`src/design/vvet_pkg.sv`:
```
`timescale 1ns / 1ps
`default_nettype none

package vvet_pkg;

  // Table geometry defaults.
  localparam int TABLE_DEPTH_DEF = 64;
  localparam int ID_BITS_DEF     = 32;
  localparam int TARGET_BITS_DEF = 16;

  // A list query never returns more than this many words.
  localparam int MAX_RESULTS = 64;
  localparam int CNT_W       = 7;

  // Operation codes.
  typedef enum logic [1:0] {
    CMD_PUBLISH = 2'd0,
    CMD_CLEAR   = 2'd1,
    CMD_LATEST  = 2'd2,
    CMD_LIST    = 2'd3
  } cmd_t;

  // Status codes.
  localparam logic [1:0] ST_CONFIRMED = 2'd0;
  localparam logic [1:0] ST_CLEARED   = 2'd1;
  localparam logic [1:0] ST_STALE     = 2'd2;
  localparam logic [1:0] ST_OTHER     = 2'd3;

  // Request word.
  typedef struct packed {
    cmd_t        cmd;
    logic [31:0] evt_id;
    logic        has_target;
    logic [15:0] target_id;
    logic [31:0] seq_num;
    logic [47:0] wall_time;
    logic [1:0]  status_code;
    logic [6:0]  max_count;
  } req_t;

  // Result word.
  typedef struct packed {
    logic        accepted;
    logic        found;
    logic        full_res;
    logic [31:0] out_event_id;
    logic [15:0] out_target_id;
    logic [31:0] out_seq_num;
    logic [47:0] out_wall_time;
    logic [1:0]  out_status;
    logic        last;
  } res_t;

  // Controller states.
  typedef enum logic [1:0] {
    S_IDLE,
    S_SCAN,
    S_WAIT,
    S_DONE
  } state_t;

  // Commands from controller to datapath.
  typedef struct packed {
    logic load;
    logic rd;
    logic finish;
  } ctl_t;

  // Status from datapath to controller.
  typedef struct packed {
    logic fill_zero;
    logic last_addr;
  } sts_t;

endpackage

`default_nettype wire

```
`src/design/vvet_ctrl.sv`:
```
`timescale 1ns / 1ps
`default_nettype none

module vvet_ctrl
  import vvet_pkg::*;
(
  input  wire  clk,
  input  wire  rst,
  input  wire  start,
  input  sts_t sts,
  output ctl_t ctl,
  output logic busy
);

  state_t state, state_next;

  // State register.
  always_ff @(posedge clk) begin
    if (rst) begin
      state <= S_IDLE;
    end else begin
      state <= state_next;
    end
  end

  // Next state.
  always_comb begin
    state_next = state;
    case (state)
      S_IDLE: begin
        if (start) state_next = sts.fill_zero ? S_DONE : S_SCAN;
      end
      S_SCAN: begin
        if (sts.last_addr) state_next = S_WAIT;
      end
      S_WAIT: state_next = S_DONE;
      S_DONE: state_next = S_IDLE;
      default: state_next = S_IDLE;
    endcase
  end

  // Outputs.
  always_comb begin
    ctl  = '0;
    busy = 1'b1;
    case (state)
      S_IDLE: begin
        busy     = 1'b0;
        ctl.load = start;
      end
      S_SCAN:  ctl.rd = 1'b1;
      S_WAIT:  ctl = '0;
      S_DONE:  ctl.finish = 1'b1;
      default: ctl = '0;
    endcase
  end

endmodule

`default_nettype wire

```
`config.mk`:
```
export PLATFORM = sky130hd
export DESIGN_NAME = vvet_ctrl
export DESIGN_NICKNAME = d
export VERILOG_FILES = /design/src/design/vvet_pkg.sv /design/src/design/vvet_ctrl.sv
export SDC_FILE = /design/constraint.sdc
export NUM_CORES = 1
export LEC_CHECK = 0
export ABC_AREA = 1
export BUFFER_PORTS_ARGS = -buffer_cell sky130_fd_sc_hd__clkbuf_2
export CORE_AREA = 2 2 39 41
export CTS_BUF_LIST = sky130_fd_sc_hd__clkbuf_4 sky130_fd_sc_hd__clkbuf_8
export DETAILED_ROUTE_END_ITERATION = 10
export DIE_AREA = 0 0 41 43
export PLACE_DENSITY = 0.44
export SKIP_CTS_REPAIR_TIMING = 1
export SLEW_MARGIN = 10
export SYNTH_ARGS = -nofsm -noshare
export SYNTH_HDL_FRONTEND = slang
export SYNTH_SLANG_ARGS = --single-unit
```
`constraint.sdc`:
```
create_clock -name clk -period 1.97 [get_ports clk]
set_input_delay 0.197 -clock clk [delete_from_list [all_inputs] [get_ports clk]]
set_output_delay 0.197 -clock clk [all_outputs]
set_load 0.005 [all_outputs]
```
=== After elaboration in Yosys (flattened, before gate mapping) ===
Index checks and enable logic that the tools add are counted.

* Equality and inequality tests: 5
* Muxes and demuxes: 8
* Reductions and logical operators: 2

{| class="wikitable"
|+ Operator list
! operator !! count
|-
| 2-bit one-hot mux with 4 select lines || 1
|-
| 2-bit two-way mux || 3
|-
| 2-bit equality test, second input constant || 2
|-
| 1-bit two-way mux || 4
|-
| 2-bit inequality test, second input constant || 2
|-
| 2-bit by 1-bit equality test with 1-bit output, second input constant || 1
|-
| 2-bit zero test || 1
|-
| 2-bit AND reduction || 1
|}

* Bits in registers: 2
* Logic and storage cells: 16

=== Depth between registers and ports, before layout ===
* Word-level depth: 3
* Mapped depth: 7
* Mapped depth without buffers: 7

=== Least setup slack after synthesis ===
No wires, ideal clock.

* Path kind: reg-to-reg
* From: reg state[1]
* To: reg state[1]
* Required time: 1.906 ns
* Stages on the path, launching flop included: 7
* Period minus slack after synthesis: 1.104 ns
* Slack: 0.866 ns
* Arrival time: 1.040 ns
* Cell sequence: dfxtp_1 -> bufinv_8 -> ha_1 -> inv_1 -> o21ai_0 -> nor2_1 -> nor2_1

* Cells in the longest elaborated chain, start to end: 3
* Elaborated cells on any way between the ends: 8
* Classes of those cells: eq/ne: 5; mux: 1; reduce/logical: 2

{| class="wikitable"
|+ RTL lines
! what !! RTL line !! RTL
|-
| from (decl) || vvet_ctrl.sv:15 || <nowiki>state_t state, state_next;</nowiki>
|-
| from (signal assigned) || vvet_ctrl.sv:22 || <nowiki>state <= state_next;</nowiki>
|-
| 2-bit by 1-bit equality test with 1-bit output or 2-bit zero test (tied branches) || vvet_ctrl.sv:29 || <nowiki>case (state)</nowiki>
|-
| 2-bit inequality test (no line) || -- ||
|-
| 2-bit AND reduction (no line) || -- ||
|}

Parallel ways exist; a longest one is shown, timed or not.
A chain may end at the register's enable or synchronous reset.

==> impl_metrics.env <==
export IMPL_n_antenna_cell=0
export IMPL_cts_buffers=3
export IMPL_post_drt_wl_per_cell_um=6.39
export IMPL_syn_inst=30
export IMPL_cp_required_ps=1770
export IMPL_clkSinkCount=2
export IMPL_start_kind="register"
export IMPL_post_dp_hpwl_um=307
export IMPL_setup_viol=0
export IMPL_htree_levels=1
export IMPL_fmax_mhz=735
export IMPL_period_share=0.690
export IMPL_fin_skew_ps=0.238
export IMPL_synth_nets=40
export IMPL_synth_edf_count=0
export IMPL_drc=0
export IMPL_gp_congestion=0.722
export IMPL_ios=9
export IMPL_firstDrtPassIters=3
export IMPL_hold_viol=0
export IMPL_fp_dieArea_sq_mm=0.00176
export IMPL_rows=14
export IMPL_first_global_vias=184
export IMPL_start_util=0.158
export IMPL_power_leakage_nw=0.191
export IMPL_grt_overflow=0
export IMPL_syn_area_sq_um=219
export IMPL_synth_seq_area_share=0.183
export IMPL_postSynth_asyncResetShare=0
export IMPL_busiest_layer="met2"
export IMPL_ir_drop_uv=202
export IMPL_antenna_found_initial=0
export IMPL_grtUsageTotal=0.0491
export IMPL_powerDensity_mw_per_mm2=1290
export IMPL_fin_tns_setup_ps=0
export IMPL_path_max_fanout=4
export IMPL_synth_flop_cell="dfxtp_1"
export IMPL_yosysWarningCount=0
export IMPL_syn_avg_cell_area_sq_um=7.30
export IMPL_gr_usage_met3=0
export IMPL_synthMostInstantiatedCell="inv_1"
export IMPL_grt_max_degree=5
export IMPL_ys_types=12
export IMPL_multi_input_area_sq_um=135
export IMPL_synth_top_cell_by_area="ha_1"
export IMPL_drt_total_wl_um=364
export IMPL_vias=202
export IMPL_clkTransAtPathRegs_ps=30
export IMPL_min_path_type="in2reg"
export IMPL_p_total_uw=389
export IMPL_synth_seq_cells=2
export IMPL_period_minus_slack_ps=1360
export IMPL_slew_viol_final=0
export IMPL_fillers=163
export IMPL_netlist_top_cells_count="6 x inv_1, 5 x ha_1, 5 x nand2_1"
export IMPL_grt_first_pass_wirelength_um=607
export IMPL_die_h_um=43
export IMPL_cts_buffer_depth=2
export IMPL_run_status="complete, no violations"
export IMPL_vias_per_cell=3.54
export IMPL_grt_met2_usage=0.0781
export IMPL_cts_tree="yes"
export IMPL_nets=53
export IMPL_netlist_area_leader_share=0.286
export IMPL_cp_end_kind="primary output"
export IMPL_slew_headroom=0.891
export IMPL_core_sq_mm=0.00138
export IMPL_critPathArrivalTime_ps=1160
export IMPL_area_growth_pct=37.7
export IMPL_cap_violations=0
export IMPL_worstMarginPinSlew_ps=161
export IMPL_regMostFlops="state"
export IMPL_drtIter0Drc=5
export IMPL_regArea_sq_um=40.0
export IMPL_rsz0062_at_grt="no"
export IMPL_antenna_left=0
export IMPL_io_buffer_count=8
export IMPL_drive_above_1_share=0.390
export IMPL_path_class="reg2out"
export IMPL_largest_reg_flops=2
export IMPL_die_w_um=41
export IMPL_reg_largest_list="state (2)"
export IMPL_cts_root_buf="clkbuf_4"
export IMPL_fin_util=0.218
export IMPL_synth_area_top_cells="ha_1 29%, dfxtp_1 18%, inv_1 10%, nand2_1 8.6%, bufinv_8 8.0%"
export IMPL_insertion_delay_ps=220
export IMPL_met1_usage=0.0575
==> worst max-delay path, stage by stage (launching register included) <==
cell	delay [ps]
dfxtp_1	350
bufinv_8	200
ha_1	200
nand2_1	70
inv_1	30
clkbuf_2	100
==> final cells by class <==
type                            instances  area share
Multi-Input combinational cell         20       0.448
Inverter                                8       0.145
Sequential cell                         2       0.133
Timing Repair Buffer                    8       0.133
Clock buffer                            3      0.0747
Tap cell                               16      0.0664
==> path summary, 6_finish.rpt <==
path / slack [ps] / to / startpoint / depth (start not counted)
worst max-delay path: 610 / ctl[2] / state[1]$_SDFFE_PP0P_ / 5
worst min-delay path: 230 / state[1]$_SDFFE_PP0P_ / rst / 4
worst max register to register: 760 / state[1]$_SDFFE_PP0P_ / state[1]$_SDFFE_PP0P_ / 6
worst min register to register: 550 / state[0]$_SDFFE_PP0P_ / state[0]$_SDFFE_PP0P_ / 2
==> cells by family (layout without fill, tap and decap cells) <==
group,Yosys count,count (layout),share of synthesized area
AND/OR/NAND/NOR,13,13,0.286
buffers and inverters,8,19,0.200
adder cells (fa/ha/maj),5,5,0.286
AO/OA/AOI/OAI,2,2,0.0457
flip-flops,2,2,0.183
==> power by group <==
group          switching [mW]  total [mW]  internal, mW
combinational           0.115       0.228         0.113
sequential             0.0155      0.0734        0.0579
clock                  0.0204      0.0874        0.0670
total                   0.151       0.389         0.238
==> per-stage QoR <==
stage	std cells	hold slack (ps)	area [sq um]	setup WS, ps
6_report	57	227	302	610
3_5_place_dp	54	452	279	723
2_1_floorplan	30	338	219	866
4_1_cts	57	223	302	591
5_1_grt	57	242	302	534
3_3_place_gp	54	452	279	742
==> per-layer routing <==
| layer | routed length (um) | share of wire |
|---|---|---|
| met1 | 144 | 0.40 |
| met4 | 0 | 0 |
| met2 | 203 | 0.56 |
| met3 | 16 | 0.044 |
| met5 | 0 | 0 |
==> cells in the final DEF, fill, tap and decap left out, drive strengths merged <==
master,instances
clkbuf,11
o21ai,1
bufinv,1
nand3,1
dfxtp,2
inv,7
nor2,4
nand2,8
ha,5
a21oi,1
Note: power is estimated with default switching activity, not from simulation.
